File: config.mk
export PLATFORM = sky130hd
export DESIGN_NAME = seven_segment_scan_multiplexer_core
export DESIGN_NICKNAME = d
export VERILOG_FILES = /design/src/sssm_pkg.sv /design/src/sssm_front.sv /design/src/sssm_queue.sv /design/src/sssm_back.sv /design/src/seven_segment_scan_multiplexer_core.sv
export SDC_FILE = /design/constraint.sdc
export NUM_CORES = 1
export LEC_CHECK = 0
export ABC_AREA = 1
export ABC_CLOCK_PERIOD_IN_PS = 7700
export BUFFER_PORTS_ARGS = -buffer_cell sky130_fd_sc_hd__buf_2
export CORE_AREA = 2 2 168 170
export DETAILED_ROUTE_END_ITERATION = 16
export DIE_AREA = 0 0 170 172
export PLACE_DENSITY = 0.81
export RECOVER_POWER = 25
export SKIP_LAST_GASP = 1
export SLEW_MARGIN = 20
export SYNTH_ARGS = -nofsm -noshare
export SYNTH_HDL_FRONTEND = slang
export SYNTH_SLANG_ARGS = --single-unit
File: constraint.sdc
create_clock -name clk_i -period 7.7 [get_ports clk_i]
set_input_delay 0.385 -clock clk_i [delete_from_list [all_inputs] [get_ports clk_i]]
set_output_delay 0.385 -clock clk_i [all_outputs]
set_load 0.1 [all_outputs]
File: src/sssm_pkg.sv
// Shared types, codes and segment tables for the seven-segment scan multiplexer.
// No dependencies; every other file refers to it by scoped names.
`default_nettype none
package sssm_pkg;

  localparam logic [1:0] CMD_SET_COUNTER = 2'd0;
  localparam logic [1:0] CMD_SET_RPM     = 2'd1;
  localparam logic [1:0] CMD_SCAN        = 2'd2;
  localparam logic [1:0] CMD_UNUSED      = 2'd3;

  localparam logic CFG_POINT_ENABLE = 1'b0;
  localparam logic CFG_BLINK_ENABLE = 1'b1;

  localparam logic [13:0] VALUE_MAX   = 14'd9999;
  localparam logic [8:0]  BLINK_HALF  = 9'd250;
  localparam logic [7:0]  BLANK_BYTE  = 8'hFF;
  localparam logic [7:0]  POINT_MASK  = 8'hFE;
  localparam int          QUEUE_DEPTH = 2;

  typedef enum logic [1:0] {
    KIND_COUNTER,
    KIND_RPM,
    KIND_SCAN
  } kind_e;

  typedef struct packed {
    logic [1:0]        cmd;
    logic [7:0]        minutes;
    logic [7:0]        seconds;
    logic signed [15:0] rpm_value;
    logic [8:0]        blink_phase;
  } in_item_t;

  typedef struct packed {
    logic [7:0] first_byte;
    logic [7:0] second_byte;
    logic [1:0] common_released;
    logic [1:0] common_driven;
    logic       common_lit;
  } out_item_t;

  typedef struct packed {
    kind_e           kind;
    logic [3:0][7:0] pats;
    logic            dark;
  } entry_t;

  function automatic logic [7:0] counter_seg(input logic [3:0] d);
    logic [7:0] s;
    case (d)
      4'd0: s = 8'd129;
      4'd1: s = 8'd243;
      4'd2: s = 8'd73;
      4'd3: s = 8'd97;
      4'd4: s = 8'd51;
      4'd5: s = 8'd37;
      4'd6: s = 8'd5;
      4'd7: s = 8'd241;
      4'd8: s = 8'd1;
      4'd9: s = 8'd33;
      default: s = 8'd0;
    endcase
    return s;
  endfunction

  function automatic logic [7:0] rpm_a_seg(input logic [3:0] d);
    logic [7:0] s;
    case (d)
      4'd0: s = 8'd3;
      4'd1: s = 8'd111;
      4'd2: s = 8'd133;
      4'd3: s = 8'd37;
      4'd4: s = 8'd105;
      4'd5: s = 8'd49;
      4'd6: s = 8'd17;
      4'd7: s = 8'd103;
      4'd8: s = 8'd1;
      4'd9: s = 8'd33;
      default: s = 8'd0;
    endcase
    return s;
  endfunction

  function automatic logic [7:0] rpm_b_seg(input logic [3:0] d);
    logic [7:0] s;
    case (d)
      4'd0: s = 8'd17;
      4'd1: s = 8'd221;
      4'd2: s = 8'd41;
      4'd3: s = 8'd137;
      4'd4: s = 8'd197;
      4'd5: s = 8'd131;
      4'd6: s = 8'd3;
      4'd7: s = 8'd217;
      4'd8: s = 8'd1;
      4'd9: s = 8'd129;
      default: s = 8'd0;
    endcase
    return s;
  endfunction

endpackage
`default_nettype wire

File: src/sssm_front.sv
// Front end: accepts requests, clamps values, splits digits over two stages
// and pushes classified entries to the queue. Depends on sssm_pkg.
`default_nettype none
module sssm_front (
  input  wire logic              clk_i,
  input  wire logic              rst_ni,
  input  wire logic              in_valid_i,
  output logic                   in_stall_o,
  input  wire sssm_pkg::in_item_t in_data_i,
  input  wire logic              blink_en_i,
  output logic                   push_o,
  output sssm_pkg::entry_t       push_data_o,
  input  wire logic              push_ready_i
);

  function automatic logic [7:0] split10(input logic [6:0] x);
    logic [14:0] p;
    logic [3:0]  tens;
    logic [6:0]  rem;
    p    = 15'(x) * 15'd205;
    tens = p[14:11];
    rem  = x - 7'(tens) * 7'd10;
    return {tens, rem[3:0]};
  endfunction

  logic              adv;
  logic [14:0]       cnt_sum;
  logic [13:0]       val_d;
  sssm_pkg::kind_e   kind_d;
  logic              s1_valid_q, s1_valid_d;
  sssm_pkg::kind_e   s1_kind_q;
  logic [13:0]       s1_val_q;
  logic              s1_dark_q;
  logic [26:0]       prod;
  logic [6:0]        q1;
  logic [13:0]       r_full;
  logic              s2_valid_q;
  sssm_pkg::kind_e   s2_kind_q;
  logic [6:0]        s2_hi_q, s2_lo_q;
  logic              s2_dark_q;
  logic [7:0]        hi_d, lo_d;

  assign adv        = !s2_valid_q || push_ready_i;
  assign in_stall_o = !adv;

  always_comb begin
    cnt_sum = 15'(in_data_i.minutes) * 15'd100 + 15'(in_data_i.seconds);
    if (in_data_i.cmd == sssm_pkg::CMD_SET_COUNTER) begin
      kind_d = sssm_pkg::KIND_COUNTER;
      val_d  = (cnt_sum > 15'(sssm_pkg::VALUE_MAX)) ? sssm_pkg::VALUE_MAX : cnt_sum[13:0];
    end else if (in_data_i.cmd == sssm_pkg::CMD_SET_RPM) begin
      kind_d = sssm_pkg::KIND_RPM;
      if (in_data_i.rpm_value[15]) begin
        val_d = '0;
      end else if (in_data_i.rpm_value[14:0] > 15'(sssm_pkg::VALUE_MAX)) begin
        val_d = sssm_pkg::VALUE_MAX;
      end else begin
        val_d = in_data_i.rpm_value[13:0];
      end
    end else begin
      kind_d = sssm_pkg::KIND_SCAN;
      val_d  = '0;
    end
    s1_valid_d = in_valid_i && (in_data_i.cmd != sssm_pkg::CMD_UNUSED);
  end

  always_comb begin
    prod   = 27'(s1_val_q) * 27'd5243;
    q1     = prod[25:19];
    r_full = s1_val_q - 14'(q1) * 14'd100;
  end

  always_ff @(posedge clk_i or negedge rst_ni) begin
    if (!rst_ni) begin
      s1_valid_q <= 1'b0;
      s2_valid_q <= 1'b0;
    end else if (adv) begin
      s1_valid_q <= s1_valid_d;
      s2_valid_q <= s1_valid_q;
    end
  end

  always_ff @(posedge clk_i) begin
    if (adv) begin
      s1_kind_q <= kind_d;
      s1_val_q  <= val_d;
      s1_dark_q <= blink_en_i && (in_data_i.blink_phase > sssm_pkg::BLINK_HALF);
      s2_kind_q <= s1_kind_q;
      s2_hi_q   <= q1;
      s2_lo_q   <= r_full[6:0];
      s2_dark_q <= s1_dark_q;
    end
  end

  always_comb begin
    hi_d               = split10(s2_hi_q);
    lo_d               = split10(s2_lo_q);
    push_o             = s2_valid_q && push_ready_i;
    push_data_o.kind   = s2_kind_q;
    push_data_o.dark   = s2_dark_q;
    push_data_o.pats   = '0;
    case (s2_kind_q)
      sssm_pkg::KIND_COUNTER: begin
        push_data_o.pats[0] = sssm_pkg::counter_seg(hi_d[7:4]);
        push_data_o.pats[1] = sssm_pkg::counter_seg(hi_d[3:0]);
        push_data_o.pats[2] = sssm_pkg::counter_seg(lo_d[7:4]);
        push_data_o.pats[3] = sssm_pkg::counter_seg(lo_d[3:0]);
      end
      sssm_pkg::KIND_RPM: begin
        push_data_o.pats[0] = sssm_pkg::rpm_a_seg(hi_d[7:4]);
        push_data_o.pats[1] = sssm_pkg::rpm_b_seg(hi_d[3:0]);
        push_data_o.pats[2] = sssm_pkg::rpm_a_seg(lo_d[7:4]);
        push_data_o.pats[3] = sssm_pkg::rpm_b_seg(lo_d[3:0]);
      end
      default: begin
        push_data_o.pats = '0;
      end
    endcase
  end

endmodule
`default_nettype wire

File: src/sssm_queue.sv
// Short register queue between front and back ends.
// Depends on sssm_pkg for the entry type.
`default_nettype none
module sssm_queue #(
  parameter int Depth = sssm_pkg::QUEUE_DEPTH
) (
  input  wire logic             clk_i,
  input  wire logic             rst_ni,
  input  wire logic             push_i,
  input  wire sssm_pkg::entry_t push_data_i,
  output logic                  ready_o,
  output logic                  valid_o,
  output sssm_pkg::entry_t      pop_data_o,
  input  wire logic             pop_i
);

  localparam int PtrW = (Depth > 1) ? $clog2(Depth) : 1;
  localparam int CntW = $clog2(Depth + 1);

  sssm_pkg::entry_t entries_q [Depth];
  logic [PtrW-1:0]  wr_ptr_q, rd_ptr_q;
  logic [CntW-1:0]  count_q;

  assign ready_o    = count_q != CntW'(Depth);
  assign valid_o    = count_q != '0;
  assign pop_data_o = entries_q[rd_ptr_q];

  always_ff @(posedge clk_i or negedge rst_ni) begin
    if (!rst_ni) begin
      wr_ptr_q <= '0;
      rd_ptr_q <= '0;
      count_q  <= '0;
    end else begin
      if (push_i) begin
        wr_ptr_q <= (wr_ptr_q == PtrW'(Depth - 1)) ? '0 : wr_ptr_q + 1'b1;
      end
      if (pop_i) begin
        rd_ptr_q <= (rd_ptr_q == PtrW'(Depth - 1)) ? '0 : rd_ptr_q + 1'b1;
      end
      if (push_i && !pop_i) begin
        count_q <= count_q + 1'b1;
      end else if (pop_i && !push_i) begin
        count_q <= count_q - 1'b1;
      end
    end
  end

  always_ff @(posedge clk_i) begin
    if (push_i) begin
      entries_q[wr_ptr_q] <= push_data_i;
    end
  end

endmodule
`default_nettype wire

File: src/sssm_back.sv
// Back end: holds the eight digit patterns and scan position, applies set
// entries and drives the registered scan result. Depends on sssm_pkg.
`default_nettype none
module sssm_back (
  input  wire logic              clk_i,
  input  wire logic              rst_ni,
  input  wire logic              q_valid_i,
  input  wire sssm_pkg::entry_t  q_data_i,
  output logic                   pop_o,
  input  wire logic              point_en_i,
  output logic                   out_valid_o,
  input  wire logic              out_stall_i,
  output sssm_pkg::out_item_t    out_data_o
);

  logic [7:0]          patterns_q [8];
  logic [2:0]          pos_q;
  logic                out_valid_q;
  sssm_pkg::out_item_t out_q, out_d;
  logic                is_scan;
  logic [7:0]          pat;

  assign is_scan     = q_data_i.kind == sssm_pkg::KIND_SCAN;
  assign pop_o       = q_valid_i && (!is_scan || !out_valid_q || !out_stall_i);
  assign out_valid_o = out_valid_q;
  assign out_data_o  = out_q;

  always_comb begin
    pat                   = patterns_q[pos_q];
    out_d.common_driven   = pos_q[1:0];
    out_d.common_released = pos_q[1:0] + 2'd3;
    if (!pos_q[2]) begin
      out_d.first_byte  = (point_en_i && pos_q[1]) ? (pat & sssm_pkg::POINT_MASK) : pat;
      out_d.second_byte = sssm_pkg::BLANK_BYTE;
      out_d.common_lit  = !q_data_i.dark;
    end else begin
      out_d.first_byte  = sssm_pkg::BLANK_BYTE;
      out_d.second_byte = pat;
      out_d.common_lit  = 1'b1;
    end
  end

  always_ff @(posedge clk_i or negedge rst_ni) begin
    if (!rst_ni) begin
      for (int i = 0; i < 8; i++) begin
        patterns_q[i] <= '0;
      end
      pos_q       <= '0;
      out_valid_q <= 1'b0;
    end else begin
      if (pop_o) begin
        case (q_data_i.kind)
          sssm_pkg::KIND_COUNTER: begin
            for (int i = 0; i < 4; i++) begin
              patterns_q[i] <= q_data_i.pats[i];
            end
          end
          sssm_pkg::KIND_RPM: begin
            for (int i = 0; i < 4; i++) begin
              patterns_q[i+4] <= q_data_i.pats[i];
            end
          end
          sssm_pkg::KIND_SCAN: begin
            pos_q <= pos_q + 3'd1;
          end
          default: begin
          end
        endcase
      end
      if (pop_o && is_scan) begin
        out_valid_q <= 1'b1;
      end else if (!out_stall_i) begin
        out_valid_q <= 1'b0;
      end
    end
  end

  always_ff @(posedge clk_i) begin
    if (pop_o && is_scan) begin
      out_q <= out_d;
    end
  end

endmodule
`default_nettype wire

File: src/seven_segment_scan_multiplexer_core.sv
// Top level of the seven-segment scan multiplexer: configuration registers,
// front end, queue and back end. Depends on sssm_pkg and the sssm_* modules.
//
//   channel | direction | handshake           | payload
//   in      | input     | in_valid_i/in_stall_o   | sssm_pkg::in_item_t
//   out     | output    | out_valid_o/out_stall_i | sssm_pkg::out_item_t
//   cfg     | input     | cfg_we_i            | cfg_idx_i, cfg_data_i
//
// One request per cycle while in_stall_o is low; an accepted scan passes the front-end stages,
// the queue slot and the result register before its result is valid.
// Set and unused requests yield no result; unused ones are dropped at the front.
// Reset clears the digit patterns, scan position, queue and both enables.
// A stalled output holds the result register; the queue then fills and the
// front raises in_stall_o once its last stage cannot drain.
`default_nettype none
module seven_segment_scan_multiplexer_core #(
  parameter int QueueDepth = sssm_pkg::QUEUE_DEPTH
) (
  input  wire logic                clk_i,
  input  wire logic                rst_ni,
  input  wire logic                in_valid_i,
  output logic                     in_stall_o,
  input  wire sssm_pkg::in_item_t  in_data_i,
  output logic                     out_valid_o,
  input  wire logic                out_stall_i,
  output sssm_pkg::out_item_t      out_data_o,
  input  wire logic                cfg_we_i,
  input  wire logic                cfg_idx_i,
  input  wire logic                cfg_data_i
);

  logic             point_en_q, blink_en_q;
  logic             push, push_ready, q_valid, pop;
  sssm_pkg::entry_t push_data, q_data;

  always_ff @(posedge clk_i or negedge rst_ni) begin
    if (!rst_ni) begin
      point_en_q <= 1'b0;
      blink_en_q <= 1'b0;
    end else if (cfg_we_i) begin
      if (cfg_idx_i == sssm_pkg::CFG_POINT_ENABLE) begin
        point_en_q <= cfg_data_i;
      end
      if (cfg_idx_i == sssm_pkg::CFG_BLINK_ENABLE) begin
        blink_en_q <= cfg_data_i;
      end
    end
  end

  sssm_front u_front (
    .clk_i        (clk_i),
    .rst_ni       (rst_ni),
    .in_valid_i   (in_valid_i),
    .in_stall_o   (in_stall_o),
    .in_data_i    (in_data_i),
    .blink_en_i   (blink_en_q),
    .push_o       (push),
    .push_data_o  (push_data),
    .push_ready_i (push_ready)
  );

  sssm_queue #(
    .Depth (QueueDepth)
  ) u_queue (
    .clk_i       (clk_i),
    .rst_ni      (rst_ni),
    .push_i      (push),
    .push_data_i (push_data),
    .ready_o     (push_ready),
    .valid_o     (q_valid),
    .pop_data_o  (q_data),
    .pop_i       (pop)
  );

  sssm_back u_back (
    .clk_i       (clk_i),
    .rst_ni      (rst_ni),
    .q_valid_i   (q_valid),
    .q_data_i    (q_data),
    .pop_o       (pop),
    .point_en_i  (point_en_q),
    .out_valid_o (out_valid_o),
    .out_stall_i (out_stall_i),
    .out_data_o  (out_data_o)
  );

endmodule
`default_nettype wire

**After elaboration in Yosys (flattened, before gate mapping)**

Memory sizes are Yosys's and may differ from the RTL's.
Index checks and enable logic that the tools add are counted.

- $add $sub $neg: 10
- Multiply operators: 7
- Magnitude comparators: 4
- Equality and inequality tests: 7
- Multiplexer cells: 19
- Bitwise gates (word level): 2
- Reductions and logical operators: 29

Operators with widths:

| operator | number |
|---|---|
| two-way mux 14 bit | 5 |
| one-hot mux 32 bit (2 select lines) | 1 |
| > comparator 15 x 14 -> 1 bit, second input constant | 2 |
| multiplier 7 x 8 -> 15 bit, second input constant | 2 |
| multiplier 14 x 13 -> 26 bit, second input constant | 1 |
| binary-select mux 8 bit (select 3 bit) | 1 |
| two-way mux 8 bit | 2 |
| adder 15 x 8 -> 15 bit | 1 |
| multiplier 8 x 5 -> 13 bit, second input constant | 1 |
| AND reduction 2 bit | 5 |
| > comparator 9 x 8 -> 1 bit, second input constant | 1 |
| logical AND 1 bit | 8 |
| zero test 1 bit | 8 |
| multiplier 4 x 3 -> 3 bit, second input constant | 2 |
| subtractor 4 bit | 2 |
| multiplier 7 x 5 -> 5 bit, second input constant | 1 |
| two-way mux 1 bit | 7 |
| subtractor 7 bit | 1 |
| equality test 2 x 1 -> 1 bit, second input constant | 3 |
| zero test 2 bit | 3 |
| two-way mux 2 bit | 3 |
| greater-or-equal comparator 4 bit, second input constant | 1 |
| != test 2 bit, second input constant | 2 |
| NOT 3 -> 4 bit | 1 |
| other kinds (10) | 14 |

- Register bits after elaboration: 131
- Memory bits (writable): 70
- Memory bits (read-only): 1024
- Input bits: 50
- Output and inout bits: 23
- Word-level logic and storage cells: 116
- Memories: 9

Memories:

| name | words | bits a word | read ports | clocked after Yosys merged registers in | write ports | line | text |
|---|---|---|---|---|---|---|---|
| (name not given) | 16 | 8 | 1 | 0 | 0 | sssm_pkg.sv:50 | `case (d)` |
| (name not given) | 16 | 8 | 1 | 0 | 0 | sssm_pkg.sv:50 |  |
| (name not given) | 16 | 8 | 1 | 0 | 0 | sssm_pkg.sv:50 |  |
| (name not given) | 16 | 8 | 1 | 0 | 0 | sssm_pkg.sv:50 |  |
| (name not given) | 16 | 8 | 1 | 0 | 0 | sssm_pkg.sv:68 | `case (d)` |
| (name not given) | 16 | 8 | 1 | 0 | 0 | sssm_pkg.sv:86 | `case (d)` |
| +3 memories | - | - | - | - | - | - |  |

**Depth between registers and ports, before layout**

Gate-level depths: netlist of run 1.
An unclocked memory read counts as a cell.

- Depth after elaboration: 9
- Depth in mapped cells: 34
- Gate-level depth less buffers: 34

**Modules after synthesis**

Synthesis of run 1 repeated with hierarchy kept, for this count alone.

- Cells, all modules: 1725
- Area total of the unflattened synthesis: 16449.5 µm²

By module, submodules not included:

| module | instances | cells an instance | area each (µm²) | seq. area each (µm²) |
|---|---|---|---|---|
| sssm_front | 1 | 1154 | 9450.3 | 1071.0 |
| sssm_back | 1 | 426 | 4030.1 | 2332.2 |
| sssm_queue | 1 | 134 | 2882.8 | 2202.1 |
| seven_segment_scan_multiplexer_core | 1 | 11 | 86.3 | 50.0 |

**Least setup slack after synthesis of run 1**

No wires, ideal clock.

- Kind: reg-to-reg
- From: reg u_front.s1_val_q[11]
- To: reg u_front.s2_lo_q[6], data pin
- Setup time: 249 ps
- Arrival time: 5454 ps
- Required time: 7451 ps
- Setup slack: 1997 ps
- Cell stages (with the launch flop): 31
- Buffers on the path: 0
- Period minus slack after synthesis: 5703 ps
- Cells stage by stage: edfxtp_1 fa_1 ha_1 inv_1 fa_1 inv_1 fa_1 inv_1 fa_1 inv_1 ha_1 nand2_1 nor4_1 nand2_1 nand2_1 nand3_1 nand2_1 xnor2_1 inv_1 ha_1 inv_1 ha_1 nand2_1 o21ai_0 xor2_1 inv_1 nand2_1 nand2_1 nand3b_1 nand2_1 inv_1

- Longest elaborated chain between the ends: 3

Ends and longest elaborated chain:

| element | line | text |
|---|---|---|
| start: declaration | sssm_front.sv:32 | `logic [13:0] s1_val_q;` |
| start signal: assignment | sssm_front.sv:86 | `s1_val_q <= val_d;` |
| multiplier 14 x 13 -> 26 bit | sssm_front.sv:68 | `prod = 27'(s1_val_q) * 27'd5243;` |
| via u_front.prod[22] | sssm_front.sv:34 | `logic [26:0] prod;` |
| multiplier 7 x 5 -> 5 bit | sssm_front.sv:70 | `r_full = s1_val_q - 14'(q1) * 14'd100;` |
| subtractor 7 bit | sssm_front.sv:70 |  |
| via u_front.r_full[6] | sssm_front.sv:36 | `logic [13:0] r_full;` |
| end signal: assignment | sssm_front.sv:90 | `s2_lo_q <= r_full[6:0];` |
| end: declaration | sssm_front.sv:39 | `logic [6:0] s2_hi_q, s2_lo_q;` |

The timed path passes the listed nets, and every way through them passes these cells.
A chain may end at the register's enable or synchronous reset.

**Worst setup path in the final report of run 1**

Same ends and word-level chain as after synthesis.

==> flow_metrics.tcl, run 1 <==
set metrics [dict create \
    clkTransAtPathRegs_ps 60 \
    crit_fanout 7 \
    hold_violations 0 \
    cts_htree_levels 1 \
    grt-ovfl-total 0 \
    cts-resized-gates 0 \
    area_growth_pct 9.78 \
    core_mm2 0.0275 \
    critPathSlowestCell "edfxtp_1" \
    place_congestion 0.919 \
    slew_headroom_pct -171 \
    yosys_warnings 0 \
    rr_endpoint "u_front.s2_lo_q[6]$_DFFE_PN_" \
    worst_slew_pin_slew_ps 4060 \
    syn_nets 2078 \
    chipHeight_um 172 \
    required_ps 7970 \
    cp_data_arrival_time_ps 6600 \
    clockRootBuffer "clkbuf_16" \
    postRouteAntennaNets 0 \
    grt_use_total_pct 23.8 \
    num_vias 11800 \
    synth_area_leaders "edfxtp_1 24%, ha_1 18%, dfrtp_1 12%" \
    port_buffers 72 \
    ys_ff_latch 201 \
    synth_area_mm2 0.0157 \
    synth_cells 1715 \
    core.rowCount 61 \
    seq_area_frac_synth_pct 36.1 \
    async_reset_ff_share_pct 37.8 \
    hp-class "in2reg" \
    worstSetupEndpointType "flop" \
    synth_top_area_share_pct 23.9 \
    viasPerCell 5.53 \
    tritoncts "done" \
    finish.instance_area_mm2 0.0172 \
    drt_first_pass_iters 5 \
    cts_buffers 23 \
    grt_max_degree 77 \
    finalCriticalPeriod_ps 6330 \
    design.die.area_mm2 0.0292 \
    cts_buffer_depth 3 \
    regToRegStartpoint "u_front.s1_val_q[11]$_DFFE_PN_" \
    die_w_um 170 \
    reg2reg_depth 30 \
    drv_cap 3 \
    synth_most_common_cell "nand2_1" \
    r2r_setup_slack_ps 1370 \
    setup_viol 0 \
    initial_utilization_pct 57.1 \
    post_cts_buffers 0 \
    drc_errors 0 \
    violations "capacitance limit, slew limit" \
    wl_per_cell_um 15.8 \
    clk_latency_ps 530 \
    drive_above_1_share_pct 8.68 \
    clock_sink_count 201 \
    crit_type "reg2reg" \
    final_max_slew_viol_count 159 \
    grt_pass1_vias 11800 \
    place_area_mm2 0.0164 \
    max_freq_mhz 158 \
    fin_crit_sh_pct 82.2 \
    grt_setup_unrepaired "no" \
    grt_first_pass_wirelength_mm 55.9 \
    startpoint_type "flop" \
    io_pins 73 \
    max_stage_delay_ps 610 \
    synth_common_cells "361 x nand2_1, 259 x inv_1, 228 x ha_1, 125 x edfxtp_1, 119 x nor2_1" \
    avgSynthCellArea_um2 9.15 \
    synth_edf_count 125 \
    worstSetupEndpoint "u_front.s2_lo_q[6]$_DFFE_PN_" \
    critPathLaunch "u_front.s1_val_q[11]$_DFFE_PN_" \
    synth_cell_type_count 45 \
    fill_cells 2208 \
    antennaDiodeCount 0 \
    fin_nets 2143 \
    crit_top_cell "inv_1" \
    cts_hold_buf 0 \
    status "finished, violations left" \
    routed_wl_mm 33.8 \
    synth_ff_type "edfxtp_1" \
    antenna_found_initial 0 \
    fin_setup_tns_ps 0 \
    hpwlAfterDp_mm 26.1 \
    fin_skew_ps 24.5 \
    drt-initial-drc-count 811 \
    synth_top_area_cell "edfxtp_1" \
]
-- layout by cell type (no fill, tap or decap), drive strengths merged, types with 5 or more instances in the layout --
master and count:
nand2 370, inv 269, ha 228, edfxtp 125
nor2 124, nand3 103, fa 85, dfrtp 76
buf 75, a21oi 72, a31oi 65, o21ai 58
clkbuf 31, nand4 20, xor2 18, xnor2 10
o22ai 9, or2 8, clkinv 8, nand3b 7
nor3 6, o21a 5
-- critical path: cells and delay by family, from the launching register on --
kind            cells  cell delay, ps
simple gates       10            1110
xor+xnor            2             400
flops               1             610
compound gates      2             320
fa+ha+maj           8            3220
buf+inv             8             420
-- area by class of cell --
type	instances	area, um2	area share (%)
multi-input combinational	1206	8860	51.4
sequential	201	5660	32.8
inverter	269	1010	5.86
clock buffer	27	611	3.55
timing repair buffer	79	443	2.57
tap	346	433	2.51
clock inverter	15	211	1.23
-- how the worst min path moves through the flow --
| stage | startpoint | end | cells past startpoint | slack [ps] |
|---|---|---|---|---|
| after floorplan | rst_ni | blink_en_q$_DFFE_PN0P_ | 0 | 90 |
| after global placement | u_front.s1_kind_q[0]$_SDFFCE_PP0N_ | u_front.s2_kind_q[0]$_DFFE_PN_ | 0 | 400 |
| after detailed placement | u_front.s1_kind_q[0]$_SDFFCE_PP0N_ | u_front.s2_kind_q[0]$_DFFE_PN_ | 0 | 410 |
| after CTS | rst_ni | u_back.patterns_q[62]$_DFFE_PN0P_ | 1 | 40 |
| after global routing | cfg_idx_i | blink_en_q$_DFFE_PN0P_ | 2 | 80 |
| final | cfg_idx_i | blink_en_q$_DFFE_PN0P_ | 2 | 80 |
-- flip-flops by register name, indices dropped and copies added (netlist names), 3 cells and up --
register,cells
u_front.s2_lo_q,7
u_front.s2_hi_q,7
u_back.patterns_q,64
u_front.s1_val_q,14
u_queue.entries_q,70
u_back.out_data_o,21
u_back.pos_q,3
-- metal layers --
metal  share of wire, %  vias to the layer above  GRT usage, %
met5                  0                        -             0
met4                3.1                        0          7.77
met3                4.4                       64          3.11
met2                 51                      327          44.2
met1                 41                     5626          28.6
li1                   -                     5828             -
-- logic make-up (layout without fill, tap and decap cells) --
group | Yosys count | in the layout | share of synthesized area (%)
compound gates | 224 | 224 | 8.44
fa+ha+maj | 313 | 313 | 29.0
buf+inv | 308 | 390 | 7.58
flops | 201 | 201 | 36.1
mux | 1 | 1 | 0.0638
simple gates | 640 | 640 | 17.2
xor+xnor | 28 | 28 | 1.61
-- per-stage QoR --
| stage | setup slack [ps] | std cells | util (%) | hold WS, ps |
|---|---|---|---|---|
| final | 1370 | 2143 | 62.7 | 79.9 |
| after detailed placement | 1440 | 2099 | 59.5 | 407 |
| after global routing | 1100 | 2143 | 62.7 | 79.0 |
| after global placement | 1610 | 2099 | 59.5 | 403 |
| after CTS | 1390 | 2141 | 62.5 | 42.1 |
| after floorplan | 2000 | 1715 | - | 89.4 |
Power of run 1 is left out: the tool's default activity adds up to more than one toggle a clock period on the data nets, which glitch-free logic cannot reach.
==> run 2: changes to the inputs <==
- ABC_CLOCK_PERIOD_IN_PS: 7700 -> 5100
- CORE_AREA: 2 2 168 170 -> 2 2 169 171
- DIE_AREA: 0 0 170 172 -> 0 0 171 173
- PLACE_DENSITY: 0.81 -> 0.83
- clock period: 7.7 -> 5.1 ns (I/O delays scaled with it)
==> run 2 against run 1 <==
  * The run ends with capacitance limit, slew limit, setup timing left
  * Maximum frequency up 9.5%
  * Design area increased by 5.7%
  * Cell count up 6.5%
  * Critical endpoint unchanged
  * Critical path depth is 2 higher
  * Sequential share of layout area fell by 1.8 points
  * Via count grew 5.1%
  * Global-route usage increased by 0.55 points
  * Register-to-register slack worse by 2100 ps
  * Worst setup slack got worse by 2100 ps
  * Core utilization up 3.2 points
==> flow_metrics.tcl, run 2 (synthesis results as in run 1) <==
set metrics [dict create \
    grt-ovfl-total 0 \
    crit_type "reg2reg" \
    chipHeight_um 173 \
    setup_viol 2 \
    max_freq_mhz 173 \
    hold_violations 0 \
    min_from "cfg_data_i" \
    critical_path_buf_inv_count 9 \
    final_cell_mix "354 x nand2_1, 250 x inv_1, 211 x ha_1" \
    fin_skew_ps 11.7 \
    cts_htree_levels 1 \
    worst_slew_pin_slew_ps 4050 \
    worstSetupEndpointType "flop" \
    grt_setup_unrepaired "yes" \
    die_w_um 171 \
    grt_pass1_vias 12600 \
    cp_data_arrival_time_ps 6060 \
    drt-initial-drc-count 820 \
    status "finished, violations left" \
    fin_nets 2251 \
    fin_crit_sh_pct 113 \
    area_growth_pct 16.1 \
    antennaDiodeCount 0 \
    clockRootBuffer "clkbuf_16" \
    crit_top_cell "nand2_1" \
    fill_cells 2090 \
    core.rowCount 61 \
    violations "capacitance limit, slew limit, setup timing" \
    clock_sink_count 201 \
    hpwlAfterDp_mm 26.3 \
    use_met2_pct 44.4 \
    mostFrequentLayoutCell "nand2_1" \
    clk_latency_ps 520 \
    grt_max_degree 77 \
    largest_reg_flops 70 \
    io_pins 73 \
    fin_hold_ws_ps 15.3 \
    port_buffers 72 \
    viasPerCell 5.46 \
    fin_setup_tns_ps -959 \
    largest-register "u_queue.entries_q" \
    num_vias 12500 \
    grt_busiest_layer "met2" \
    routed_wl_mm 35.7 \
    tritoncts "done" \
    max_stage_delay_ps 500 \
    grtUsageMet1_pct 29.6 \
    cts_buffer_depth 3 \
    grt_use_total_pct 24.3 \
    drt_first_pass_iters 5 \
    crit_fanout 5 \
    finalCriticalPeriod_ps 5790 \
    postRouteAntennaNets 0 \
    met3_usage_pct 2.66 \
    core_mm2 0.0276 \
    initial_utilization_pct 56.8 \
    antenna_found_initial 0 \
    wl_per_cell_um 15.7 \
    design.die.area_mm2 0.0296 \
    cts_buffers 22 \
    drv_cap 2 \
    required_ps 5380 \
    drc_errors 0 \
    place_congestion 0.898 \
    drive_above_1_share_pct 15.5 \
    crit_family "adder cells" \
    place_ws_ps -639 \
    hp-class "in2reg" \
    slew_headroom_pct -170 \
    final_max_slew_viol_count 120 \
    clkTransAtPathRegs_ps 70 \
    startpoint_type "flop" \
    critPathSlowestCell "fa_1" \
    grt_first_pass_wirelength_mm 58.7 \
    critPathLaunch "u_front.s1_val_q[10]$_DFFE_PN_" \
    regToRegStartpoint "u_front.s1_val_q[10]$_DFFE_PN_" \
    worst_slack_ps -685 \
]
==> run 2: cell types whose count changed in the layout (fill, tap and decap cells not counted), sizes merged <==
cell / change
dlygate4sd3: +4
clkbuf: +1
buf: +102
bufinv: -3
clkinvlp: -1
clkinv: +5
inv: -1
==> run 2: final cells by class <==
type	instances	area, um2	share of cell area, %
Multi-Input combinational cell	1206	9120	50.1
Sequential cell	201	5660	31.1
Timing Repair Buffer	188	1260	6.94
Inverter	269	1010	5.55
Clock buffer	25	562	3.09
Tap cell	378	473	2.60
Clock inverter	15	123	0.674
==> run 2: metal layers <==
layer	share of wire (%)	wire length (um)
met1	40	14500
met2	52	18500
met3	4.7	1680
met4	3.1	1120
met5	0	0
==> run 2: worst min-delay path, delay by kind of cell <==
family | cells | cell delay (ps)
buf+inv | 2 | 170
compound gates | 1 | 80
==> run 2: final timing paths <==
kind	endpoint	slack, ps	cells past startpoint
worst min-delay path	point_en_q$_DFFE_PN0P_	20	3
worst max-delay path	u_front.s2_lo_q[6]$_DFFE_PN_	-690	32
worst min register to register	u_front.s2_kind_q[1]$_DFFE_PN_	430	0
min in group asynchronous	u_queue.rd_ptr_q$_DFFE_PN0P_	1700	2
max in group asynchronous	u_back.patterns_q[60]$_DFFE_PN0P_	1110	2
worst max register to register	u_front.s2_lo_q[6]$_DFFE_PN_	-690	32
==> run 2: stage by stage <==
stage               util (%)  area, um2  cells
floorplan                  -      15800   1715
global placement        61.8      17100   2207
detailed placement      61.8      17100   2207
CTS                     65.0      18000   2261
global route            65.9      18200   2282
finish                  65.9      18200   2282
==> run 2: what timing repair did <==
item / 4_1_cts / 5_1_grt
endpoints found under the setup margin: 3 / 34
buffers inserted: 10 / 21
hold endpoints to repair: 78 / 0
gates resized for setup: 16 / 22
pin swaps: 17 / 7
hold buffers: 4 / 0
Power of run 2 is left out for the same reason.
